**src/sv/lcsru_pkg.sv**
```systemverilog
`timescale 1ns / 1ps
// ----------------------------------------------------------------------------
// lcsru_pkg
// Shared types and constants for the LCS row update stream.
// ----------------------------------------------------------------------------
package lcsru_pkg;

  // Widths fixed by the field layout
  localparam int CODE_BITS  = 5;   // bits per pattern character
  localparam int SYM_W      = 5;   // text symbol code
  localparam int LEN_W      = 4;   // pattern length and LCS length
  localparam int IN_TDATA_W = 8;   // symbol padded to a whole byte
  localparam int CFG_IDX_W  = 1;   // two configuration registers

  typedef logic [SYM_W-1:0]     sym_t;
  typedef logic [LEN_W-1:0]     len_t;
  typedef logic [CFG_IDX_W-1:0] cfg_idx_t;

  // Configuration register indexes
  localparam cfg_idx_t CFG_PATTERN_CODES  = 1'd0;
  localparam cfg_idx_t CFG_PATTERN_LENGTH = 1'd1;

  // Reset value of the pattern length register
  localparam len_t LEN_RESET = 4'd1;

endpackage

```
**src/sv/lcsru_cfg.sv**
```systemverilog
`timescale 1ns / 1ps
// ----------------------------------------------------------------------------
// lcsru_cfg
// Configuration registers: pattern characters and pattern length.
// ----------------------------------------------------------------------------
module lcsru_cfg #(
  parameter int PATTERN_MAX = 10
) (
  input  logic                                         clk,
  input  logic                                         rst,
  input  logic                                         cfg_we,
  input  lcsru_pkg::cfg_idx_t                          cfg_index,
  input  logic [lcsru_pkg::CODE_BITS*PATTERN_MAX-1:0]  cfg_data,
  output logic [lcsru_pkg::CODE_BITS*PATTERN_MAX-1:0]  pattern_codes,
  output lcsru_pkg::len_t                              pattern_length
);
  import lcsru_pkg::*;

  // Decode the index and update the addressed register
  always_ff @(posedge clk) begin
    if (rst) begin
      pattern_codes  <= '0;
      pattern_length <= LEN_RESET;
    end else if (cfg_we) begin
      unique case (cfg_index)
        CFG_PATTERN_CODES:  pattern_codes  <= cfg_data;
        CFG_PATTERN_LENGTH: pattern_length <= cfg_data[LEN_W-1:0];
        default: ;
      endcase
    end
  end

endmodule

```
**src/sv/lcsru_row_core.sv**
```systemverilog
`timescale 1ns / 1ps
// ----------------------------------------------------------------------------
// lcsru_row_core
// Combinational LCS row update: bit-parallel step with one carry chain.
// ----------------------------------------------------------------------------
module lcsru_row_core #(
  parameter int PATTERN_MAX   = 10,
  parameter int ALPHABET_SIZE = 26
) (
  input  logic [PATTERN_MAX-1:0]                       row_prev,
  input  logic                                         start_req,
  input  lcsru_pkg::sym_t                              symbol,
  input  logic [lcsru_pkg::CODE_BITS*PATTERN_MAX-1:0]  pattern_codes,
  input  lcsru_pkg::len_t                              pattern_length,
  output logic [PATTERN_MAX-1:0]                       row_next,
  output lcsru_pkg::len_t                              lcs_length
);
  import lcsru_pkg::*;

  logic [PATTERN_MAX-1:0] len_mask;   // positions in use
  logic [PATTERN_MAX-1:0] match;      // pattern position equals symbol
  logic [PATTERN_MAX-1:0] row_eff;
  logic [PATTERN_MAX-1:0] flat;       // inverted row: set where the row stays level
  logic [PATTERN_MAX-1:0] carry_in;
  logic [PATTERN_MAX-1:0] flat_sum;
  logic [PATTERN_MAX-1:0] flat_next;
  sym_t                   code;
  len_t                   count;

  // Build the in-use mask and the match vector per position
  always_comb begin
    code = '0;
    for (int i = 0; i < PATTERN_MAX; i++) begin
      code        = pattern_codes[i*CODE_BITS +: CODE_BITS];
      len_mask[i] = (LEN_W'(i) < pattern_length);
      match[i]    = ({1'b0, code} < (CODE_BITS + 1)'(ALPHABET_SIZE)) && (code == symbol);
    end
  end

  // Clear the row on a start request; unused positions read as level
  assign row_eff  = start_req ? '0 : row_prev;
  assign flat     = ~row_eff | ~len_mask;
  assign carry_in = flat & match;

  // One add advances every run of level positions past its first match
  assign flat_sum  = flat + carry_in;
  assign flat_next = flat_sum | (flat & ~match);
  assign row_next  = ~flat_next & len_mask;

  // Count the rises to get the LCS length
  always_comb begin
    count = '0;
    for (int i = 0; i < PATTERN_MAX; i++) begin
      count = count + LEN_W'(row_next[i]);
    end
  end

  assign lcs_length = count;

endmodule

```
**src/sv/lcs_row_update_stream.sv**
```systemverilog
`timescale 1ns / 1ps
// ----------------------------------------------------------------------------
// lcs_row_update_stream
// Streaming longest-common-subsequence row update against a short pattern.
// ----------------------------------------------------------------------------
// The block takes one text symbol per clock cycle, unless the result stream
// stalls, and returns one result per symbol: the new difference-encoded DP
// row and the LCS length against the whole pattern. Each symbol passes an
// input register, then a result register; the rate is set by a single
// PATTERN_MAX-bit carry chain between those registers, which also closes the
// row feedback loop. Set tuser on a symbol to start a new text. Write the
// pattern registers only while no transfer is outstanding.
// ----------------------------------------------------------------------------
module lcs_row_update_stream #(
  parameter int PATTERN_MAX   = 10,
  parameter int ALPHABET_SIZE = 26
) (
  input  logic                                         clk,
  input  logic                                         rst,
  // Input stream
  input  logic                                         s_tvalid,
  output logic                                         s_tready,
  input  logic [lcsru_pkg::IN_TDATA_W-1:0]             s_tdata,   // symbol[4:0], zero pad
  input  logic [0:0]                                   s_tuser,   // start_req
  // Result stream
  output logic                                         m_tvalid,
  input  logic                                         m_tready,
  output logic [((PATTERN_MAX + lcsru_pkg::LEN_W + 7) / 8) * 8 - 1:0]
                                                       m_tdata,   // row_mask, lcs_length, pad
  // Configuration write port
  input  logic                                         cfg_we,
  input  lcsru_pkg::cfg_idx_t                          cfg_index,
  input  logic [lcsru_pkg::CODE_BITS*PATTERN_MAX-1:0]  cfg_data
);
  import lcsru_pkg::*;

  localparam int OUT_W = $bits(m_tdata);

  logic [CODE_BITS*PATTERN_MAX-1:0] pattern_codes;
  len_t                             pattern_length;

  logic                   in_valid;
  sym_t                   in_symbol;
  logic                   in_start;
  logic [PATTERN_MAX-1:0] dp_row;
  logic [PATTERN_MAX-1:0] row_next;
  len_t                   len_next;
  logic [PATTERN_MAX-1:0] out_mask;
  len_t                   out_len;
  logic                   advance;

  lcsru_cfg #(
    .PATTERN_MAX (PATTERN_MAX)
  ) u_cfg (
    .clk            (clk),
    .rst            (rst),
    .cfg_we         (cfg_we),
    .cfg_index      (cfg_index),
    .cfg_data       (cfg_data),
    .pattern_codes  (pattern_codes),
    .pattern_length (pattern_length)
  );

  lcsru_row_core #(
    .PATTERN_MAX   (PATTERN_MAX),
    .ALPHABET_SIZE (ALPHABET_SIZE)
  ) u_core (
    .row_prev       (dp_row),
    .start_req      (in_start),
    .symbol         (in_symbol),
    .pattern_codes  (pattern_codes),
    .pattern_length (pattern_length),
    .row_next       (row_next),
    .lcs_length     (len_next)
  );

  // Move the held symbol into the result register when that is free
  assign advance  = in_valid && (!m_tvalid || m_tready);
  assign s_tready = !in_valid || !m_tvalid || m_tready;

  // Input register: take a transfer, drop it once it advances
  always_ff @(posedge clk) begin
    if (rst) begin
      in_valid <= 1'b0;
    end else if (s_tvalid && s_tready) begin
      in_valid <= 1'b1;
    end else if (advance) begin
      in_valid <= 1'b0;
    end
  end

  always_ff @(posedge clk) begin
    if (s_tvalid && s_tready) begin
      in_symbol <= s_tdata[SYM_W-1:0];
      in_start  <= s_tuser[0];
    end
  end

  // Stored row: advance with each processed symbol
  always_ff @(posedge clk) begin
    if (rst) begin
      dp_row <= '0;
    end else if (advance) begin
      dp_row <= row_next;
    end
  end

  // Result register: hold until the downstream transfer completes
  always_ff @(posedge clk) begin
    if (rst) begin
      m_tvalid <= 1'b0;
    end else if (advance) begin
      m_tvalid <= 1'b1;
    end else if (m_tready) begin
      m_tvalid <= 1'b0;
    end
  end

  always_ff @(posedge clk) begin
    if (advance) begin
      out_mask <= row_next;
      out_len  <= len_next;
    end
  end

  assign m_tdata = OUT_W'({out_len, out_mask});

endmodule

```
**config.mk**
```make
export PLATFORM = sky130hd
export DESIGN_NAME = lcs_row_update_stream
export DESIGN_NICKNAME = d
export VERILOG_FILES = /design/src/sv/lcsru_pkg.sv /design/src/sv/lcsru_cfg.sv /design/src/sv/lcsru_row_core.sv /design/src/sv/lcs_row_update_stream.sv
export SDC_FILE = /design/constraint.sdc
export NUM_CORES = 1
export LEC_CHECK = 0
export BUFFER_PORTS_ARGS = -buffer_cell sky130_fd_sc_hd__buf_2
export CORE_MARGIN = 2
export CORE_UTILIZATION = 50
export CTS_BUF_LIST = sky130_fd_sc_hd__clkbuf_16
export CTS_CLUSTER_DIAMETER = 60
export DETAILED_ROUTE_END_ITERATION = 8
export HOLD_SLACK_MARGIN = 0.15
export PLACE_DENSITY_LB_ADDON = 0.25
export REMOVE_ABC_BUFFERS = 1
export SETUP_SLACK_MARGIN = 0.02
export SYNTH_ARGS = -nofsm -noshare
export SYNTH_HDL_FRONTEND = slang
export SYNTH_HIERARCHICAL = 1
export SYNTH_SLANG_ARGS = --single-unit
```
**constraint.sdc**
```tcl
create_clock -name clk -period 3.9 [get_ports clk]
set_input_delay 0.78 -clock clk [delete_from_list [all_inputs] [get_ports clk]]
set_output_delay 0.78 -clock clk [all_outputs]
set_load 0.03 [all_outputs]
```
## Yosys cells after proc, flatten, opt, wreduce, memory -nomap -nowiden

Cells that the tools add are included.
W data, S select, Z words.

- Bits in registers: 86
- Output and inout port bits: 18

- Add/subtract/negate cells: 10
- $lt $le $gt $ge: 20
- Eq/ne operators: 10
- Multiplexer cells: 5
- Bitwise logic cells: 10
- Reduce and logical (&&, ||, !) cells: 21

Operators by type and width:

| operator | count |
|---|---|
| $eq A5 B5 Y1 | 10 |
| $lt A5 B5 Y1 const B | 10 |
| $not A10 Y10 | 4 |
| $add A4 B1 Y4 | 8 |
| $and A10 B10 Y10 | 3 |
| $or A10 B10 Y10 | 2 |
| $lt A3 B4 Y1 const A | 4 |
| $logic_and A1 B1 Y1 | 12 |
| $add A10 B10 Y10 | 1 |
| $mux W10 | 1 |
| $lt A1 B4 Y1 const A | 2 |
| $lt A2 B4 Y1 const A | 2 |
| $lt A4 B4 Y1 const A | 2 |
| $mux W1 | 4 |
| $reduce_and A2 Y1 | 2 |
| $reduce_bool A2 Y1 | 2 |
| $logic_or A1 B1 Y1 | 3 |
| $add A1 B1 Y2 | 1 |
| $logic_not A1 Y1 | 2 |
| $not A1 Y1 | 1 |

## Logic depth before layout (Yosys ltp)

- Depth in word-level cells: 17
- Depth in mapped cells: 20

## Hierarchy

Netlist, hierarchy kept.

Modules (own cells, without submodules):

| module | instances | cells an instance | area an instance (um2) |
|---|---|---|---|
| lcsru_cfg | 1 | 240 | 2413.6 |
| lcsru_row_core | 1 | 207 | 1460.2 |
| lcs_row_update_stream | 1 | 76 | 1164.9 |

## Worst setup path after synthesis

OpenSTA, ideal clock, no wires.

- Path kind: flip-flop to flip-flop
- Start point: register in_symbol[1]
- End point: register out_len[2], data pin
- Setup time: 0.259 ns
- Arrival: 3.924 ns
- Data required time: 3.641 ns
- Path slack: -0.283 ns
- Stages on the path, launching flop included: 16
- Buffers on the path: 1
- Period minus slack after synthesis: 4.183 ns
- Cell sequence: edfxtp_1 > buf_4 > xor2_1 > nor4_1 > o2bb2ai_1 > a211oi_1 > nor4_2 > a221o_1 > fa_1 > fa_1 > fa_1 > inv_1 > ha_1 > inv_1 > fa_1 > xor2_1

- Longest elaborated chain between the ends: 16
- Elaborated cells on any way between the ends: 36
- Classes of those cells: add/sub (10); eq/ne (10); bitwise (6); reduce/logical (10)

Ends and longest elaborated chain:

| item | RTL line | source |
|---|---|---|
| from (decl) | lcs_row_update_stream.sv:43 | `sym_t in_symbol;` |
| from (signal assigned) | lcs_row_update_stream.sv:94 | `in_symbol <= s_tdata[SYM_W-1:0];` |
| $eq A5 B5 Y1 | lcsru_row_core.sv:36 | `match[i] = ({1'b0, code} < (CODE_BITS + 1)'(ALPHABET_SIZE)) && (code == symbol);` |
| $logic_and A1 B1 Y1 | lcsru_row_core.sv:36 |  |
| $and A10 B10 Y10 / $not A10 Y10 (equally long branches) | lcsru_row_core.sv:43, lcsru_row_core.sv:47 |  |
| $add A10 B10 Y10 / $and A10 B10 Y10 (equally long branches) | lcsru_row_core.sv:46, lcsru_row_core.sv:47 |  |
| $or A10 B10 Y10 * | lcsru_row_core.sv:47 | `assign flat_next = flat_sum \| (flat & ~match);` |
| $not A10 Y10 * | lcsru_row_core.sv:48 | `assign row_next = ~flat_next & len_mask;` |
| $and A10 B10 Y10 * | lcsru_row_core.sv:48 |  |
| $add A1 B1 Y2 | lcsru_row_core.sv:54 | `count = count + LEN_W'(row_next[i]);` |
| $add A4 B1 Y4 (7 in a row) | lcsru_row_core.sv:54 |  |
| $add A4 B1 Y4 * | lcsru_row_core.sv:54 |  |
| named net len_next[2] | lcs_row_update_stream.sv:47 | `len_t len_next;` |
| to (signal assigned) | lcs_row_update_stream.sv:122 | `out_len <= len_next;` |
| to (decl) | lcs_row_update_stream.sv:49 | `len_t out_len;` |

Mark *: on every way through the listed nets, which the timed path passes. The rest lies on a longest branch.
A chain may end at the register's enable or synchronous reset.

## Worst setup path in the final report

- Start point: register in_symbol[0]
- End point: register out_len[1], data pin

The elaborated chain is that of the path after synthesis.

==> results.rst <==
.. list-table::
   :header-rows: 1

   * - Metric
     - Value
   * - Main combinational cell family by area after synthesis
     - simple AND/OR/NAND/NOR gates
   * - Most instantiated cells after synthesis
     - nand2b_1 (79), dfxtp_1 (66), o21ai_1 (48), nand4bb_1 (47), xnor2_1 (26)
   * - Count of input and output buffers
     - 77
   * - Worst Setup Slack, final
     - -0.471 ns
   * - Arrival time of data at the critical path endpoint
     - roughly 4.5 ns
   * - Category of the worst setup path launch point
     - register
   * - Sequential cell area fraction in the yosys report
     - between 30% and 40%
   * - Area fraction of the dominant cell type after synthesis
     - 26.2%
   * - Total I/O pin count
     - 83
   * - Total of warnings raised by yosys
     - 6
   * - Clk sink count
     - 86
   * - Antenna Violating Nets Remaining
     - 0
   * - Number of max-cap violations
     - 0
   * - Post-layout utilization of the core
     - 67.2%
   * - Hold_ws
     - 0.471 ns
   * - Power share of the sequential group
     - 44.3%
   * - Cell at the root of the clock tree
     - clkbuf_16
   * - Remaining routing DRC violations
     - 0
   * - Final critical path time including I/O delays and setup
     - 4.37 ns
   * - Area share of xor/xnor cells in the synthesized design
     - about 7.3%
   * - Leakage power
     - 0.00263 uW
   * - Mean instance size in the synthesized netlist
     - just under 10 sq um
   * - Series of cell instances along the critical path
     - buf_6 > xor2_1 > nor4_1 > buf_4 > o2bb2ai_4 > a211oi_4 > nor2_2 > or3_4 > fa_1 > fa_1 > fa_1 > inv_2 > ha_4 > inv_2 > fa_2 > inv_2
   * - Longest individual stage delay on the worst path
     - around 0.55 ns
   * - Post-detailed-route via-to-cell ratio
     - ~5.3
   * - Relative area change from synthesis to final layout
     - 30.4%
   * - DP Worst Slack
     - -0.689 ns
   * - Number of instances in the synthesized netlist
     - around 520
   * - Proportion of synthesized area in mux cells
     - approximately 3.2%
   * - Hold bufs inserted after CTS
     - 0
   * - Die Footprint
     - ~0.011 sq mm
   * - Final Setup Violations
     - 3
   * - Share of post-route cells with drive strength above 1
     - between 30% and 40%
   * - Y dimension of the die
     - ~100 microns
   * - Vias in the first global route
     - around 4.2k
   * - First DRT Iteration DRCs
     - approximately 170
   * - Switching pwr
     - about 540 uW
   * - R2R depth
     - 16
   * - Adder-cell share of the synthesized area
     - ~3.4%
   * - Status
     - finished with violations
   * - Via count
     - 4222
   * - Core outline area
     - 0.00977 sq mm
   * - FF+latch count, synth
     - between 80 and 90
   * - Wire length of the first global-routing pass
     - approximately 20 mm
   * - Share of the synthesized area in compound gates (AO/OA/AOI/OAI)
     - between 10% and 20%
   * - Sum of routed wire length over all layers
     - around 12 mm
   * - Portion of total power attributed to combinational logic
     - between 10% and 20%
   * - Worst hold path type
     - reg2reg
   * - Post-Layout Cell Count
     - roughly 800
   * - Number of slew-limit violations in the final report
     - 0
   * - TritonCTS clock tree
     - done
   * - Worst skew pair latency
     - around 0.34 ns
   * - Total power
     - approximately 2200 uW
   * - Max Clk Rate
     - between 0.2 and 0.25 GHz
   * - Total clock buffers created by CTS
     - 9
   * - Number of fill cells
     - between 700 and 800
   * - Effective utilization at floorplan
     - 51.5%
   * - Primary flip-flop cell chosen by synthesis mapping
     - dfxtp_1
   * - Count of placed standard cells including taps
     - 780
   * - EDFF count, synth
     - 20
   * - Library cell with the highest instance count after synthesis
     - nand2b_1
   * - CP Capture Type
     - register
   * - Combined global-route utilization of all metal layers
     - between 20 and 25%
   * - Number of distinct library cells after synthesis
     - just under 60
   * - Unrepaired setup endpoints after global routing
     - yes
   * - Number of levels in the clock H-tree
     - 3
   * - Worst endpoint required time
     - about 4.0 ns
   * - Share of synthesized flip-flops with an asynchronous set or reset
     - 0%
   * - Slew at the pin with the worst max-slew slack
     - 0.729 ns
   * - Power per cell area
     - between 300 and 400 mW/mm^2
   * - Worst path slowest cell
     - fa_1
   * - Max Root-Sink Buffers
     - 2
   * - Routability congestion estimate from global placement
     - around 0.86
   * - Largest net degree at the start of global routing
     - 59
   * - Initial antenna violation count
     - 0
   * - Post-Synth Simple-Gate Area
     - roughly 30%
   * - Worst-case headroom to the max-slew limit
     - about half
   * - Relative contribution of the clock network to total power
     - between 30% and 40%
   * - Worst Setup Path Type
     - reg2reg
   * - Switching power share of the total
     - 24.6%
   * - Clock skew
     - around 0.0064 ns
   * - Congestion Overflow GR
     - 0
   * - CTS clk-pin slew, worst paths
     - ~0.060 ns
   * - Main area contributors after synthesis
     - dfxtp_1 (26%), edfxtp_1 (12%), nand4bb_1 (11%), nand2b_1 (9.8%), o21ai_1 (4.8%)
   * - Half-perimeter wire length of the detailed placement result
     - 8.34 mm
   * - Violations in the final reports
     - negative setup slack
   * - Detailed-routing iteration count for the pre-antenna-repair pass
     - 4
   * - Antenna cells
     - 0
   * - Worst hold path stage count
     - 2
   * - Synthesized area
     - just over 0.005 sq mm
   * - Nets@finish
     - 741
   * - Total internal power
     - about 1700 uW
   * - Period Utilization, post-route
     - 112%
   * - Routed wire per std cell
     - between 10 and 15 microns
   * - Dominant cell type by area after synthesis
     - dfxtp_1
   * - Worst supply voltage drop on vdd
     - between 0.2 and 0.25 mV
   * - Standard-cell rows
     - 36
   * - Worst-path maximum fanout
     - 5
   * - Hold Vio Cnt, Final
     - 0
   * - Die span in x
     - approximately 100 microns
-- area by class of cell --
class                   count  area [sq um]  share of cell area [%]
multi-input cells         383          2990                    45.6
clock inverters             6          51.3                   0.781
clock buffers              10           250                    3.81
flip-flops and latches     86          1920                    29.3
repair buffers            170          1130                    17.1
inverters                  16          60.1                   0.914
well taps                 133           166                    2.53
-- power groups by stage --
stage	logic (uW)	registers, uW	clock network [uW]
2_1_floorplan	152	1010	0
6_report	363	980	870
3_5_place_dp	329	999	0
3_3_place_gp	320	997	0
5_1_grt	395	984	918
4_1_cts	348	980	881
-- path summary, 6_finish.rpt --
kind	slack (ns)	startpoint	endpoint
max	-0.47	in_symbol[0]	out_len[1]
min reg2reg	0.47	dp_row[1]	dp_row[1]
min	0.47	dp_row[1]	dp_row[1]
max reg2reg	-0.47	in_symbol[0]	out_len[1]
-- sequential cells by signal, summed over array words and instances, names as in the netlist --
signal,count
u_cfg/pattern_codes,50
m_tvalid,1
dp_row,10
in_start,1
in_symbol,5
u_cfg/pattern_length,4
out_len,4
out_mask,10
in_valid,1
-- per-layer routing --
layer / vias to the layer above / GRT usage [%] / share of wire, %
li1: 2135 / - / -
met1: 1994 / 29.3 / 47
met2: 81 / 37.9 / 48
met3: 12 / 4.32 / 3.4
met4: 0 / 6.37 / 1.1
met5: - / 0 / 0
-- logic make-up after synthesis --
logic type / Yosys count
AO/OA/AOI/OAI: 105
adder cells (fa/ha/maj): 10
multiplexers: 16
buffers and inverters: 55
flip-flops: 86
XOR/XNOR: 42
AND/OR/NAND/NOR: 208
other: 1
-- through the flow --
step           instance area [sq um]  TNS (ns)
2_1_floorplan                   4810     -1.02
3_3_place_gp                    6010     -1.71
3_5_place_dp                    6010     -2.05
4_1_cts                         6460     -1.22
5_1_grt                         6570     -1.65
6_report                        6570     -1.16
-- repair_timing --
item                                   4_1_cts  5_1_grt
endpoints found under the hold margin        0        0
gates resized for setup                     27       21
setup endpoints to repair                    4        4
buffers inserted                             4        6
pin swaps                                   14       16
-- placed cells by master, fill, tap and decap left out, types with 4 or more instances in the layout --
cell,netlist,routed
a21oi_1,12,9
buf_2,15,77
buf_4,11,84
buf_6,1,8
clkbuf_16,0,10
dfxtp_1,66,66
edfxtp_1,20,20
fa_1,6,5
inv_1,16,16
mux2i_1,16,16
nand2_1,13,13
nand2b_1,79,79
nand4_1,7,7
nand4bb_1,47,47
nor2_1,21,16
nor2_2,0,5
nor4_1,4,4
o211ai_1,4,4
o21ai_0,12,8
o21ai_1,48,51
or2_2,7,7
xnor2_1,26,23
xor2_1,16,16
-- critical path: cells and delay by family (launching register included) --
family | cells | cell delay [ns]
AOI/OAI and AO/OA | 2 | 0.44
and+or+nand+nor | 3 | 0.51
xor gates and xnor gates | 1 | 0.14
DFF | 1 | 0.51
buffers and inverters | 5 | 0.46
adders and majority gates | 5 | 2.07
(Power assumes the default switching activity.)
